### src/design/call_blacklist_scanner_core_macros.svh
// assertion macros shared by the blacklist scanner rtl
`ifndef CALL_BLACKLIST_SCANNER_CORE_MACROS_SVH
`define CALL_BLACKLIST_SCANNER_CORE_MACROS_SVH

// same-cycle implication, checked out of reset
`define CBS_ASSERT_NOW(lbl, ante, cons) \
    lbl: assert property (@(posedge i_clk) disable iff (!i_rst_n) (ante) |-> (cons)) \
        else $error("scanner check failed");

// next-cycle implication, checked out of reset
`define CBS_ASSERT_NEXT(lbl, ante, cons) \
    lbl: assert property (@(posedge i_clk) disable iff (!i_rst_n) (ante) |=> (cons)) \
        else $error("scanner check failed");

`endif

### src/design/cbs_pkg.sv
// shared types, name rom and helpers for the blacklist scanner
package cbs_pkg;

    localparam int ROM_NAMES = 31;
    localparam int OUT_DEPTH = 4;

    typedef logic [63:0] t_name;

    // names right-justified as string literals, at most eight characters
    localparam t_name ROM_TEXT [ROM_NAMES] = '{
        "strcpy", "strcat", "strncpy", "strncat", "sprintf", "vsprintf",
        "gets", "fgets", "alloca", "memcpy", "memset", "fopen", "freopen",
        "fclose", "fread", "fwrite", "fscanf", "fprintf", "system", "popen",
        "pclose", "execl", "execv", "execle", "execve", "socket", "connect",
        "bind", "listen", "accept", "offsetof"
    };

    // per-cell control for one accepted byte
    typedef struct packed {
        logic clear;    // end of text, mask back to all ones
        logic ext;      // compare this byte at the current position
        logic restart;  // identifier starts here, mask starts full
    } t_cell_ctl;

    typedef struct packed {
        logic        kind;
        logic [15:0] line;
        logic [15:0] col;
        logic [4:0]  entry;
        logic [15:0] total;
        logic        closing;
    } t_result;

    function automatic int name_len(input int e);
        int    n;
        t_name raw;
        n = 0;
        raw = '0;
        if (e < ROM_NAMES) begin
            raw = ROM_TEXT[e];
        end
        for (int b = 0; b < 8; b++) begin
            if (raw[8*b +: 8] != 8'h00) begin
                n++;
            end
        end
        return n;
    endfunction

    // first character in the low byte
    function automatic t_name name_bytes(input int e);
        t_name raw;
        t_name res;
        int    n;
        raw = '0;
        res = '0;
        n = name_len(e);
        if (e < ROM_NAMES) begin
            raw = ROM_TEXT[e];
        end
        for (int p = 0; p < 8; p++) begin
            if (p < n) begin
                res[8*p +: 8] = raw[8*(n-1-p) +: 8];
            end
        end
        return res;
    endfunction

endpackage

### src/design/cbs_cell.sv
// one rom entry: running match bit and its link in the priority chain
module cbs_cell #(
    parameter int ENTRY = 0,
    parameter int LEN_W = 7,
    parameter int IDX_W = 5
) (
    input  logic                  i_clk,
    input  logic                  i_rst_n,
    input  cbs_pkg::t_cell_ctl    i_ctl,
    input  logic [7:0]            i_char,
    input  logic [LEN_W-1:0]      i_pos,
    input  logic [LEN_W-1:0]      i_len,
    input  logic                  i_found,
    input  logic [IDX_W-1:0]      i_idx,
    output logic                  o_found,
    output logic [IDX_W-1:0]      o_idx
);
    import cbs_pkg::*;

    localparam t_name NAME = name_bytes(ENTRY);
    localparam int    NLEN = name_len(ENTRY);

    logic r_match;
    logic n_match;
    logic keep;
    logic mine;

    assign keep = (i_pos < LEN_W'(NLEN)) && (NAME[{i_pos[2:0], 3'b000} +: 8] == i_char);

    always_comb begin
        n_match = r_match;
        if (i_ctl.clear) begin
            n_match = 1'b1;
        end else if (i_ctl.ext) begin
            n_match = (i_ctl.restart | r_match) & keep;
        end
    end

    always_ff @(posedge i_clk) begin
        if (!i_rst_n) begin
            r_match <= 1'b1;
        end else begin
            r_match <= n_match;
        end
    end

    // lowest entry wins
    assign mine    = r_match && (NLEN != 0) && (i_len == LEN_W'(NLEN));
    assign o_found = i_found | mine;
    assign o_idx   = i_found ? i_idx : IDX_W'(ENTRY);

endmodule

### src/design/cbs_out_fifo.sv
// small result queue, two writes and one read per cycle
module cbs_out_fifo (
    input  logic              i_clk,
    input  logic              i_rst_n,
    input  logic              i_push0,
    input  cbs_pkg::t_result  i_data0,
    input  logic              i_push1,
    input  cbs_pkg::t_result  i_data1,
    output logic              o_room_two,
    output logic              o_valid,
    input  logic              i_ready,
    output cbs_pkg::t_result  o_data
);
    import cbs_pkg::*;

    localparam int PTR_W = $clog2(OUT_DEPTH);

    t_result          r_mem [OUT_DEPTH];
    logic [PTR_W-1:0] r_rd, n_rd;
    logic [PTR_W-1:0] r_wr, n_wr;
    logic [PTR_W:0]   r_cnt, n_cnt;
    logic             pop;

    assign pop        = (r_cnt != '0) && i_ready;
    assign o_valid    = (r_cnt != '0);
    assign o_data     = r_mem[r_rd];
    assign o_room_two = (r_cnt <= (PTR_W+1)'(OUT_DEPTH - 2));

    always_comb begin
        n_rd  = pop ? r_rd + 1'b1 : r_rd;
        n_wr  = r_wr + PTR_W'(i_push0) + PTR_W'(i_push1);
        n_cnt = r_cnt + (PTR_W+1)'(i_push0) + (PTR_W+1)'(i_push1) - (PTR_W+1)'(pop);
    end

    always_ff @(posedge i_clk) begin
        if (!i_rst_n) begin
            r_rd  <= '0;
            r_wr  <= '0;
            r_cnt <= '0;
        end else begin
            r_rd  <= n_rd;
            r_wr  <= n_wr;
            r_cnt <= n_cnt;
        end
    end

    always_ff @(posedge i_clk) begin
        if (i_push0) begin
            r_mem[r_wr] <= i_data0;
        end
        if (i_push1) begin
            r_mem[r_wr + 1'b1] <= i_data1;
        end
    end

endmodule

### src/design/call_blacklist_scanner_core.sv
// top level of the blacklisted call scanner
// The scanner takes one text byte per clock while s_tready is high and
// reports calls to names in a fixed rom of banned functions. Each accepted
// byte is fully handled in the cycle it is taken: the tokenizer state moves
// on and every rom entry's cell compares the byte at the current identifier
// position, so the next byte can be taken in the next cycle. Results
// land in a four-deep queue and are registered there before they appear on
// the master side; the queue sends one result per clock while m_tready is
// high, so a final byte that closes a call and ends the text yields two
// results, violation then summary. s_tready is high while the queue has two
// free slots, which keeps one byte per cycle going as long as the master
// side takes results. There is no clearing pass after reset. The enable
// register may be written at any idle moment and does not disturb scan state.
module call_blacklist_scanner_core #(
    parameter int MAX_IDENT_LEN = 64,
    parameter int ENTRY_COUNT   = 31,
    parameter int COUNTER_BITS  = 16
) (
    input  logic        i_clk,
    input  logic        i_rst_n,
    // text stream
    input  logic        i_s_tvalid,
    output logic        o_s_tready,
    input  logic [7:0]  i_s_tdata,   // text_byte
    input  logic        i_s_tlast,   // end_of_text
    // result stream
    output logic        o_m_tvalid,
    input  logic        i_m_tready,
    output logic [55:0] o_m_tdata,   // line_number, column_number, entry_index,
                                     // violation_total, zero fill
    output logic        o_m_tuser,   // kind
    output logic        o_m_tlast,   // closing
    // enable register write
    input  logic        i_cfg_valid,
    output logic        o_cfg_ready,
    input  logic        i_cfg_data   // scan_enable
);
    import cbs_pkg::*;
    `include "call_blacklist_scanner_core_macros.svh"

    localparam int LEN_W = $clog2(MAX_IDENT_LEN + 1);
    localparam int IDX_W = (ENTRY_COUNT > 1) ? $clog2(ENTRY_COUNT) : 1;
    localparam int CNT_W = COUNTER_BITS;

    typedef enum logic [1:0] {
        MODE_OUT   = 2'd0,
        MODE_IDENT = 2'd1,
        MODE_WAIT  = 2'd2
    } t_mode;

    // scan state
    t_mode             r_mode, n_mode;
    logic [LEN_W-1:0]  r_len, n_len;
    logic [IDX_W-1:0]  r_pending, n_pending;
    logic [CNT_W-1:0]  r_sline, n_sline;
    logic [CNT_W-1:0]  r_scol, n_scol;
    logic [CNT_W-1:0]  r_line, n_line;
    logic [CNT_W-1:0]  r_col, n_col;
    logic [CNT_W-1:0]  r_found, n_found;
    logic              r_enable;

    logic              in_acc;
    logic              room_two;
    logic [7:0]        ch;
    logic              letter, alnum, blank, paren, newline;
    t_mode             mode_in, mode_mid;
    t_cell_ctl         ctl_c, ctl;
    logic [LEN_W-1:0]  pos;
    logic              viol;
    logic [IDX_W-1:0]  viol_idx;
    logic              viol_en;
    logic [CNT_W-1:0]  found_rep;
    logic              hit_ok;
    t_result           vio_res, sum_res, q_data;

    // priority chain through the cells
    logic              chain_found [ENTRY_COUNT+1];
    logic [IDX_W-1:0]  chain_idx   [ENTRY_COUNT+1];

    function automatic logic [CNT_W-1:0] sat_inc(input logic [CNT_W-1:0] v);
        return (v == '1) ? v : v + 1'b1;
    endfunction

    function automatic logic [15:0] clamp16(input logic [CNT_W-1:0] v);
        return ((CNT_W > 16) && ((v >> 16) != '0)) ? 16'hFFFF : 16'(v);
    endfunction

    assign in_acc      = i_s_tvalid & o_s_tready;
    assign o_s_tready  = room_two;
    assign o_cfg_ready = 1'b1;
    assign ch          = i_s_tdata;

    // character classes
    assign letter  = ((ch >= 8'h61) && (ch <= 8'h7A)) || ((ch >= 8'h41) && (ch <= 8'h5A))
                     || (ch == 8'h5F);
    assign alnum   = letter || ((ch >= 8'h30) && (ch <= 8'h39));
    assign blank   = (ch == 8'h20) || (ch == 8'h09);
    assign paren   = (ch == 8'h28);
    assign newline = (ch == 8'h0A);

    // the identifier only counts if it is short enough to have been tracked
    assign hit_ok = chain_found[ENTRY_COUNT] && (r_len != '0)
                    && (r_len < LEN_W'(MAX_IDENT_LEN));

    assign chain_found[0] = 1'b0;
    assign chain_idx[0]   = '0;

    for (genvar e = 0; e < ENTRY_COUNT; e++) begin : g_cell
        cbs_cell #(
            .ENTRY (e),
            .LEN_W (LEN_W),
            .IDX_W (IDX_W)
        ) u_cell (
            .i_clk   (i_clk),
            .i_rst_n (i_rst_n),
            .i_ctl   (ctl),
            .i_char  (ch),
            .i_pos   (pos),
            .i_len   (r_len),
            .i_found (chain_found[e]),
            .i_idx   (chain_idx[e]),
            .o_found (chain_found[e+1]),
            .o_idx   (chain_idx[e+1])
        );
    end

    always_comb begin
        case (r_mode)
            MODE_IDENT: mode_in = MODE_IDENT;
            MODE_WAIT:  mode_in = MODE_WAIT;
            default:    mode_in = MODE_OUT;
        endcase

        n_mode    = mode_in;
        n_len     = r_len;
        n_pending = r_pending;
        n_sline   = r_sline;
        n_scol    = r_scol;
        n_line    = r_line;
        n_col     = r_col;
        n_found   = r_found;
        ctl_c     = '0;
        pos       = r_len;
        viol      = 1'b0;
        viol_idx  = '0;
        mode_mid  = mode_in;

        if ((mode_in == MODE_IDENT) && alnum) begin
            // identifier goes on; past the length limit it can no longer match
            if (r_len < LEN_W'(MAX_IDENT_LEN)) begin
                ctl_c.ext = 1'b1;
                n_len     = r_len + 1'b1;
            end
            n_col = sat_inc(r_col);
        end else begin
            if (mode_in == MODE_IDENT) begin
                mode_mid = MODE_OUT;
                if (hit_ok) begin
                    if (paren) begin
                        viol     = 1'b1;
                        viol_idx = chain_idx[ENTRY_COUNT];
                    end else if (blank) begin
                        n_pending = chain_idx[ENTRY_COUNT];
                        mode_mid  = MODE_WAIT;
                    end
                end
            end else if (mode_in == MODE_WAIT) begin
                if (paren) begin
                    viol     = 1'b1;
                    viol_idx = r_pending;
                    mode_mid = MODE_OUT;
                end else if (!blank) begin
                    mode_mid = MODE_OUT;
                end
            end
            n_mode = mode_mid;

            if ((mode_mid == MODE_OUT) && letter) begin
                // new identifier, remember where it starts
                n_sline       = r_line;
                n_scol        = r_col;
                n_len         = LEN_W'(1);
                pos           = '0;
                ctl_c.ext     = 1'b1;
                ctl_c.restart = 1'b1;
                n_mode        = MODE_IDENT;
                n_col         = sat_inc(r_col);
            end else if (newline) begin
                n_line = sat_inc(r_line);
                n_col  = CNT_W'(1);
            end else begin
                n_col = sat_inc(r_col);
            end
        end

        viol_en   = viol & r_enable;
        found_rep = viol_en ? sat_inc(r_found) : r_found;
        n_found   = found_rep;

        if (i_s_tlast) begin
            // end of text: counters and tokenizer start over
            ctl_c.clear = 1'b1;
            n_mode      = MODE_OUT;
            n_len       = '0;
            n_pending   = '0;
            n_sline     = CNT_W'(1);
            n_scol      = CNT_W'(1);
            n_line      = CNT_W'(1);
            n_col       = CNT_W'(1);
            n_found     = '0;
        end

        ctl = in_acc ? ctl_c : '0;

        vio_res.kind    = 1'b0;
        vio_res.line    = clamp16(r_sline);
        vio_res.col     = clamp16(r_scol);
        vio_res.entry   = 5'(viol_idx);
        vio_res.total   = clamp16(found_rep);
        vio_res.closing = ~i_s_tlast;

        sum_res.kind    = 1'b1;
        sum_res.line    = '0;
        sum_res.col     = '0;
        sum_res.entry   = '0;
        sum_res.total   = clamp16(found_rep);
        sum_res.closing = 1'b1;
    end

    always_ff @(posedge i_clk) begin
        if (!i_rst_n) begin
            r_mode    <= MODE_OUT;
            r_len     <= '0;
            r_pending <= '0;
            r_sline   <= CNT_W'(1);
            r_scol    <= CNT_W'(1);
            r_line    <= CNT_W'(1);
            r_col     <= CNT_W'(1);
            r_found   <= '0;
            r_enable  <= 1'b1;
        end else begin
            if (in_acc) begin
                r_mode    <= n_mode;
                r_len     <= n_len;
                r_pending <= n_pending;
                r_sline   <= n_sline;
                r_scol    <= n_scol;
                r_line    <= n_line;
                r_col     <= n_col;
                r_found   <= n_found;
            end
            if (i_cfg_valid) begin
                r_enable <= i_cfg_data;
            end
        end
    end

    // violation first, summary behind it when both come from one byte
    cbs_out_fifo u_out (
        .i_clk      (i_clk),
        .i_rst_n    (i_rst_n),
        .i_push0    (in_acc & (viol_en | i_s_tlast)),
        .i_data0    (viol_en ? vio_res : sum_res),
        .i_push1    (in_acc & viol_en & i_s_tlast),
        .i_data1    (sum_res),
        .o_room_two (room_two),
        .o_valid    (o_m_tvalid),
        .i_ready    (i_m_tready),
        .o_data     (q_data)
    );

    assign o_m_tdata = {3'b000, q_data.total, q_data.entry, q_data.col, q_data.line};
    assign o_m_tuser = q_data.kind;
    assign o_m_tlast = q_data.closing;

    `CBS_ASSERT_NOW(a_summary_closes, o_m_tvalid && o_m_tuser, o_m_tlast)
    `CBS_ASSERT_NEXT(a_eot_restarts, in_acc && i_s_tlast,
        (r_found == '0) && (r_line == CNT_W'(1)) && (r_mode == MODE_OUT))
    `CBS_ASSERT_NOW(a_wait_has_ident, r_mode == MODE_WAIT, r_len != '0)

endmodule
### config.mk
export PLATFORM = sky130hd
export DESIGN_NAME = call_blacklist_scanner_core
export DESIGN_NICKNAME = d
export VERILOG_FILES = /design/src/design/cbs_pkg.sv /design/src/design/cbs_cell.sv /design/src/design/cbs_out_fifo.sv /design/src/design/call_blacklist_scanner_core.sv
export VERILOG_INCLUDE_DIRS = /design/src /design/src/design
export SDC_FILE = /design/constraint.sdc
export NUM_CORES = 1
export LEC_CHECK = 0
export BUFFER_PORTS_ARGS = -buffer_cell sky130_fd_sc_hd__buf_2
export CAP_MARGIN = 10
export CORE_MARGIN = 8
export CORE_UTILIZATION = 30
export DETAILED_ROUTE_END_ITERATION = 8
export GPL_TIMING_DRIVEN = 0
export PLACE_DENSITY = 0.55
export SETUP_SLACK_MARGIN = 0.1
export SLEW_MARGIN = 0
export SYNTH_ARGS = -nofsm -noshare
export SYNTH_HDL_FRONTEND = slang
export SYNTH_SLANG_ARGS = --single-unit
### constraint.sdc
create_clock -name i_clk -period 9.4 [get_ports i_clk]
set_input_delay 1.88 -clock i_clk [delete_from_list [all_inputs] [get_ports i_clk]]
set_output_delay 1.88 -clock i_clk [all_outputs]
set_load 0.02 [all_outputs]
-- After elaboration in Yosys (flattened, before gate mapping)
Memories as Yosys holds them, arrays and structs flattened. A register that Yosys moved wholly into a read port is not among the register bits.
Cells that the tools add are included.
- register bits: 133
- bits in latches: 0
- RAM bits: 220
- memory bits (read-only): 0
- bits of input ports: 15
- word-level logic and storage cells: 437
- memories kept: 1
- memory list (memory ; words ; width ; read ports ; clocked after memory_dff ; wr ports ; RTL line ; text):
    u_out.r_mem ; 4 ; 55 ; 1 ; 1 ; 2 ; cbs_out_fifo.sv:18 ; t_result r_mem [OUT_DEPTH];
- add/sub/neg operators: 11
- $mul: 0
- div/mod/pow operators: 0
- order comparisons: 13
- eq/ne operators: 53
- shifts and indexed selects: 31
- multiplexer cells: 97
- bitwise gates (word level): 100
- reduce and logical (&&, ||, !) cells: 88
- operator list (operator ; count):
    $shiftx 64x7->8 const A ; 31
    $mux 16 ; 19
    $eq 8x8->1 ; 31
    $mux 5 ; 27
    $logic_and 1x1->1 ; 70
    $or 1x1->1 ; 62
    $mux 55 ; 1
    $add 16x1->16 const B ; 3
    $eq 16x16->1 const B ; 3
    $mux 7 ; 6
    $and 1x1->1 ; 36
    $mux 2 ; 16
    $mux 4 ; 8
    $eq 7x3->1 const B ; 4
    $lt 7x3->1 const B ; 4
    $eq 8x4->1 const B ; 2
    $eq 8x6->1 const B ; 2
    $ge 8x7->1 const B ; 2
    $le 8x7->1 const B ; 2
    $mux 3 ; 5
    $mux 1 ; 14
    $reduce_bool 2->1 ; 5
    $eq 8x7->1 const B ; 1
    $ge 8x6->1 const B ; 1
    24 further kinds ; 38

-- Logic depth before layout (Yosys ltp)
- word-level depth: 45
- mapped depth: 16
- mapped depth without buffers: 13

-- Modules after synthesis
Synthesis repeated with hierarchy kept, for this count alone.
- cells, all modules: 2340
- area total of the unflattened synthesis: 24935.2 µm²
- by module, submodules not included (module ; times used ; cells an instance ; area each (µm²) ; sequential area each (µm²)):
    cbs_out_fifo ; 1 ; 581 ; 11288.3 ; 6786.5
    call_blacklist_scanner_core ; 1 ; 647 ; 5151.2 ; 1901.8
    cbs_cell (g_cell[12].u_cell) ; 1 ; 44 ; 355.3 ; 20.0
    cbs_cell (g_cell[17].u_cell) ; 1 ; 45 ; 352.8 ; 20.0
    cbs_cell (g_cell[2].u_cell) ; 1 ; 43 ; 337.8 ; 20.0
    cbs_cell (g_cell[4].u_cell) ; 1 ; 44 ; 322.8 ; 20.0
    cbs_cell (g_cell[24].u_cell) ; 1 ; 41 ; 315.3 ; 20.0
    cbs_cell (g_cell[28].u_cell) ; 1 ; 38 ; 302.8 ; 20.0
    cbs_cell (g_cell[30].u_cell) ; 1 ; 37 ; 296.5 ; 20.0
    cbs_cell (g_cell[15].u_cell) ; 1 ; 37 ; 294.0 ; 20.0
    cbs_cell (g_cell[13].u_cell) ; 1 ; 41 ; 292.8 ; 20.0
    cbs_cell (g_cell[26].u_cell) ; 1 ; 38 ; 291.5 ; 20.0
    cbs_cell (g_cell[7].u_cell) ; 1 ; 42 ; 291.5 ; 20.0
    cbs_cell (g_cell[9].u_cell) ; 1 ; 38 ; 287.8 ; 20.0
    19 more rows ; n/a ; n/a ; n/a ; n/a

-- Worst setup path before layout
No wires, ideal clock.
- path kind: input port to flip-flop
- start point: in i_s_tdata[2]
- end point: reg g_cell[19].u_cell.r_match
- data arrival time: 5217 ps
- path slack: 4061 ps
- stages: 15
- cells stage by stage: clkbuf_1 > or4_1 > o211a_1 > clkbuf_1 > clkbuf_1 > a21oi_1 > inv_1 > ha_1 > buf_1 > and2_1 > a21boi_1 > a21oi_1 > xnor2_1 > nor3_1 > a221o_1
- longest elaborated chain between the ends: 15
- RTL lines (what ; RTL line ; text):
    start: declaration ; call_blacklist_scanner_core.sv:24 ; input logic [7:0] i_s_tdata,
    $eq 8x6->1 or $eq 8x4->1 (tied branches) ; call_blacklist_scanner_core.sv:97 ; assign blank = (ch == 8'h20) || (ch == 8'h09);
    $logic_or 1x1->1 ; call_blacklist_scanner_core.sv:97 ;
    $mux 2, on equally long branches ; call_blacklist_scanner_core.sv:172, call_blacklist_scanner_core.sv:162 ;
    $mux 2, on equally long branches ; call_blacklist_scanner_core.sv:168, call_blacklist_scanner_core.sv:159 ;
    $mux 2, on equally long branches ; call_blacklist_scanner_core.sv:167, call_blacklist_scanner_core.sv:158 ;
    $mux 2 ; call_blacklist_scanner_core.sv:156 ; if (mode_in == MODE_IDENT) begin
    $mux 2 ; call_blacklist_scanner_core.sv:148 ; if ((mode_in == MODE_IDENT) && alnum) begin
    $logic_not 2->1 ; call_blacklist_scanner_core.sv:178 ; if ((mode_mid == MODE_OUT) && letter) begin
    $logic_and 1x1->1 ; call_blacklist_scanner_core.sv:178 ;
    $mux 7 ; call_blacklist_scanner_core.sv:178 ;
    $mux 7 ; call_blacklist_scanner_core.sv:148 ;
    $shiftx 64x7->8 ; cbs_cell.sv:28 ; assign keep = (i_pos < LEN_W'(NLEN)) && (NAME[{i_pos[2:0], 3'b000} +: 8] == i_char);
    $eq 8x8->1 ; cbs_cell.sv:28 ;
    $logic_and 1x1->1 ; cbs_cell.sv:28 ;
    $and 1x1->1 ; cbs_cell.sv:35 ; n_match = (i_ctl.restart | r_match) & keep;
    end signal: assignment ; cbs_cell.sv:43 ; r_match <= n_match;
    end: declaration ; cbs_cell.sv:23 ; logic r_match;
Several ways; a longest one is shown, not always the timed one. The select of a mux whose other input is x is not followed.
A chain may end at the register's enable or synchronous reset.

-- Worst setup path after layout
- start point: in i_s_tdata[0]
- end point: reg g_cell[5].u_cell.r_match
- longest elaborated chain between the ends: 15
- RTL lines (what ; RTL line):
    $eq 8x6->1 or $eq 8x4->1 (tied branches) ; call_blacklist_scanner_core.sv:97
    $logic_or 1x1->1 ; call_blacklist_scanner_core.sv:97
    $mux 2, on equally long branches ; call_blacklist_scanner_core.sv:172, call_blacklist_scanner_core.sv:162
    $mux 2, on equally long branches ; call_blacklist_scanner_core.sv:168, call_blacklist_scanner_core.sv:159
    $mux 2, on equally long branches ; call_blacklist_scanner_core.sv:167, call_blacklist_scanner_core.sv:158
    $mux 2 ; call_blacklist_scanner_core.sv:156
    $mux 2 ; call_blacklist_scanner_core.sv:148
    $logic_not 2->1 ; call_blacklist_scanner_core.sv:178
    $logic_and 1x1->1 ; call_blacklist_scanner_core.sv:178
    $mux 7 ; call_blacklist_scanner_core.sv:178
    $mux 7 ; call_blacklist_scanner_core.sv:148
    $shiftx 64x7->8 ; cbs_cell.sv:28
    $eq 8x8->1 ; cbs_cell.sv:28
    $logic_and 1x1->1 ; cbs_cell.sv:28
    $and 1x1->1 ; cbs_cell.sv:35
    end signal: assignment ; cbs_cell.sv:43
    end: declaration ; cbs_cell.sv:23
Several ways; a longest one is shown, not always the timed one. The select of a mux whose other input is x is not followed.

==> flow_summary.ini <==
[run_status]
outcome = completed

[cts]
clk_latency_ns = 0.58
htree_levels = 2
cts_resized = 0
ctsRootBufferMaster = clkbuf_16
clock_sinks = 355
hold_buffers = 0
clockBufferDepth = 3
postCtsSetupBuffers = 0
clk_pin_slew_ns = 0.06
cts_buffers = 40
cts_tree = done

[global_route]
gr-usage-met1_pct = 24.74
grt_util_met2_pct = 30.05
overflow = 0
grt_pass1_wl_um = 98330
antenna_found_initial = 1
grt_use_total_pct = 18.58
use_met3_pct = 2.840
grt_pass1_vias = 15530
grt_max_degree = 18
top_usage_layer = met2

[logic_synthesis]
syn_avg_cell_area_um2 = 9.522
synth_warnings = 0
synth-async-reset-ratio_pct = 0
synth_flop_cell = dfxtp_1
syn-cell-area_um2 = 17820
synthCells = 1872
ys_seq_elements = 355
synth-edff-count = 64
ys_types = 85
ys_seq_area_share_pct = 43.46

[floorplanning]
fp.dieH_um = 259.8
fp.dieW_um = 259.8
num_rows = 89
core_um2 = 58910
ios = 76
die_area_um2 = 67470
initial_core_util_pct = 30.26

[setup_path]
r2r_setup_slack_ns = 3.60
slowest_delay_ns = 0.82
r2r_start = r_len[1]
start_kind = primary input
worst-path-max-fanout = 10
cpLargestDelayFamily = compound AO/OA/AOI/OAI gates
worst_ep_required_time_ns = 9.91
endpoint = g_cell[5].u_cell.r_match
critPathArrivalTime_ns = 7.37
path_buf_inv = 6
regToRegEndpoint = u_out.r_cnt[2]
path_depth = 15
worst-r2r-cell-count = 16
end_kind = flop
critPathSlowestCell = nor4_1
critical_path.most_common_cell = clkbuf_1
crit_chain = buf_2, clkbuf_1, o211a_1, clkbuf_1, clkbuf_1, a21oi_1, inv_1, ha_1, buf_1, and2_1, a21boi_1, a21oi_1, xnor2_1, nor4_1, o22a_1
crit_start = i_s_tdata[0]
worstSetupPathType = in2reg

[sta]
slew_headroom_pct = 22.31
grt_setup_unrepaired = false
setup_viol = 0
final_hold_viol_count = 0
fmax_mhz = 145.7
period_share_pct = 73.00
fin_crit_ns = 6.862
skew_ns = 0.03272
tightestPinTransition_ns = 1.155
fin_setup_tns_ns = 0
drv_slew = 0

[finish]
seq_area_um2 = 7747
final_cell_mix = dfxtp_1 (291), nor2_1 (231), a22o_1 (136), nand2_1 (120), clkbuf_1 (119)
nets = 2020
final_area_um2 = 20520
area_growth_pct = 15.13
drive_gt1_share_pct = 12.06
nFillCells = 5963
final_common_cell = dfxtp_1
multi_input_area_um2 = 9318

[detailed_routing]
via_per_inst = 5.739
wl_per_cell_um = 23.36
vias = 16010
drt_iter0_drc = 1533
drcViolationCount = 0
wirelength_um = 65150
ant_nets = 0
first_pass_iters = 7

[power_and_ir_drop]
p_per_area_nw_per_um2 = 196.9
p_leak_nw = 6.977
peakVddDrop_uv = 154.0

[placed_design]
gp_congestion = 0.9766
place_hpwl_um = 46660
io_buffers = 68
placed_cell_area_um2 = 19140

[worst_hold_path]
hp-class = reg2reg
hp-start = u_out.r_mem[2][20]

[flow_run]
maxCapViolations = 0
cells in the mapped netlist, types with 9 or more instances:
cell type / count / area, um^2
a211oi_1: 23 / 172.7
o32ai_1: 9 / 78.83
a21oi_1: 87 / 435.4
o22a_1: 11 / 96.34
dfxtp_1: 291 / 5826
nand2b_1: 12 / 75.07
buf_1: 14 / 52.55
xnor2_1: 79 / 691.9
mux4_2: 55 / 1239
and3_1: 15 / 93.84
a311oi_1: 12 / 105.1
clkbuf_1: 113 / 424.2
a22o_1: 136 / 1191
o2bb2ai_1: 21 / 183.9
nor3_1: 46 / 230.2
or3_1: 19 / 118.9
inv_1: 36 / 135.1
edfxtp_1: 64 / 1922
and2_1: 10 / 62.56
nand2_1: 120 / 450.4
o21a_1: 10 / 75.07
buf_2: 19 / 95.09
xor2_1: 17 / 148.9
nor4_1: 22 / 137.6
o211ai_1: 10 / 75.07
ha_1: 17 / 212.7
nor2_1: 231 / 867.1
o21ai_0: 83 / 415.4
nand3_1: 46 / 230.2
a22oi_1: 45 / 337.8
mux2i_1: 13 / 130.1
or2_2: 9 / 56.30
a31oi_1: 20 / 125.1
nand4_1: 23 / 143.9
cells by family after synthesis:
family          share of synthesized area [%]
compound gates                          23.13
other cells                           0.04213
simple gates                            15.07
mux                                     7.679
xor+xnor                                4.717
fa+ha+maj                               1.593
buf+inv                                 4.303
flops                                   43.46
worst min path at each step:
stage / to / slack [ns] / cells past startpoint
floorplan: u_out.r_mem[2][17] / 0.43 / 1
global placement: u_out.r_mem[3][21] / 0.44 / 1
detailed placement: u_out.r_mem[2][17] / 0.45 / 1
CTS: r_pending[0] / 0.46 / 2
global route: u_out.r_mem[3][21] / 0.47 / 1
finish: u_out.r_mem[2][20] / 0.46 / 1
flip-flops by register name, summed over array words and instances (netlist names), 3 cells and up, named ones only:
signal / flops
u_out.r_mem: 220
g_cell.u_cell.r_match: 31
r_col: 16
r_found: 16
r_line: 16
r_scol: 16
r_sline: 16
r_len: 7
r_pending: 5
u_out.r_cnt: 3
per-stage QoR:
step / setup WS (ns) / instances / hold slack, ns / util, % / power [mW]
after global routing: 2.341 / 2788 / 0.4738 / 34.83 / 4.185
after floorplan: 4.061 / 1874 / 0.4271 / - / 2.151
final: 2.538 / 2789 / 0.4610 / 34.84 / 4.040
after global placement: 2.166 / 2715 / 0.4398 / 32.49 / 2.417
after CTS: 2.735 / 2788 / 0.4577 / 34.83 / 4.071
after detailed placement: 2.161 / 2716 / 0.4461 / 32.50 / 2.420
layer usage:
layer | share of wire (%) | vias to the layer above | routed length (um)
met5 | 0 | - | 0
met4 | 3.8 | 0 | 2503
met3 | 6.6 | 147 | 4311
met2 | 46 | 643 | 30130
met1 | 43 | 7968 | 28200
li1 | - | 7248 | -
power breakdown:
group	switching (mW)	leakage (nW)	internal [mW]
registers	0.0394	3.00	1.60
clock network	0.674	0.670	0.978
logic	0.515	3.30	0.239
layout make-up:
| cell class | instances | area share [%] |
|---|---|---|
| clock buffers | 52 | 5.390 |
| repair buffers | 69 | 1.683 |
| multi-input cells | 1328 | 45.40 |
| well taps | 773 | 4.713 |
| clock inverters | 20 | 1.311 |
| plain buffers | 153 | 3.042 |
| flip-flops and latches | 355 | 37.75 |
| inverters | 38 | 0.6950 |
| diodes | 1 | 0.01219 |
Power figures use the tool's default switching activity.
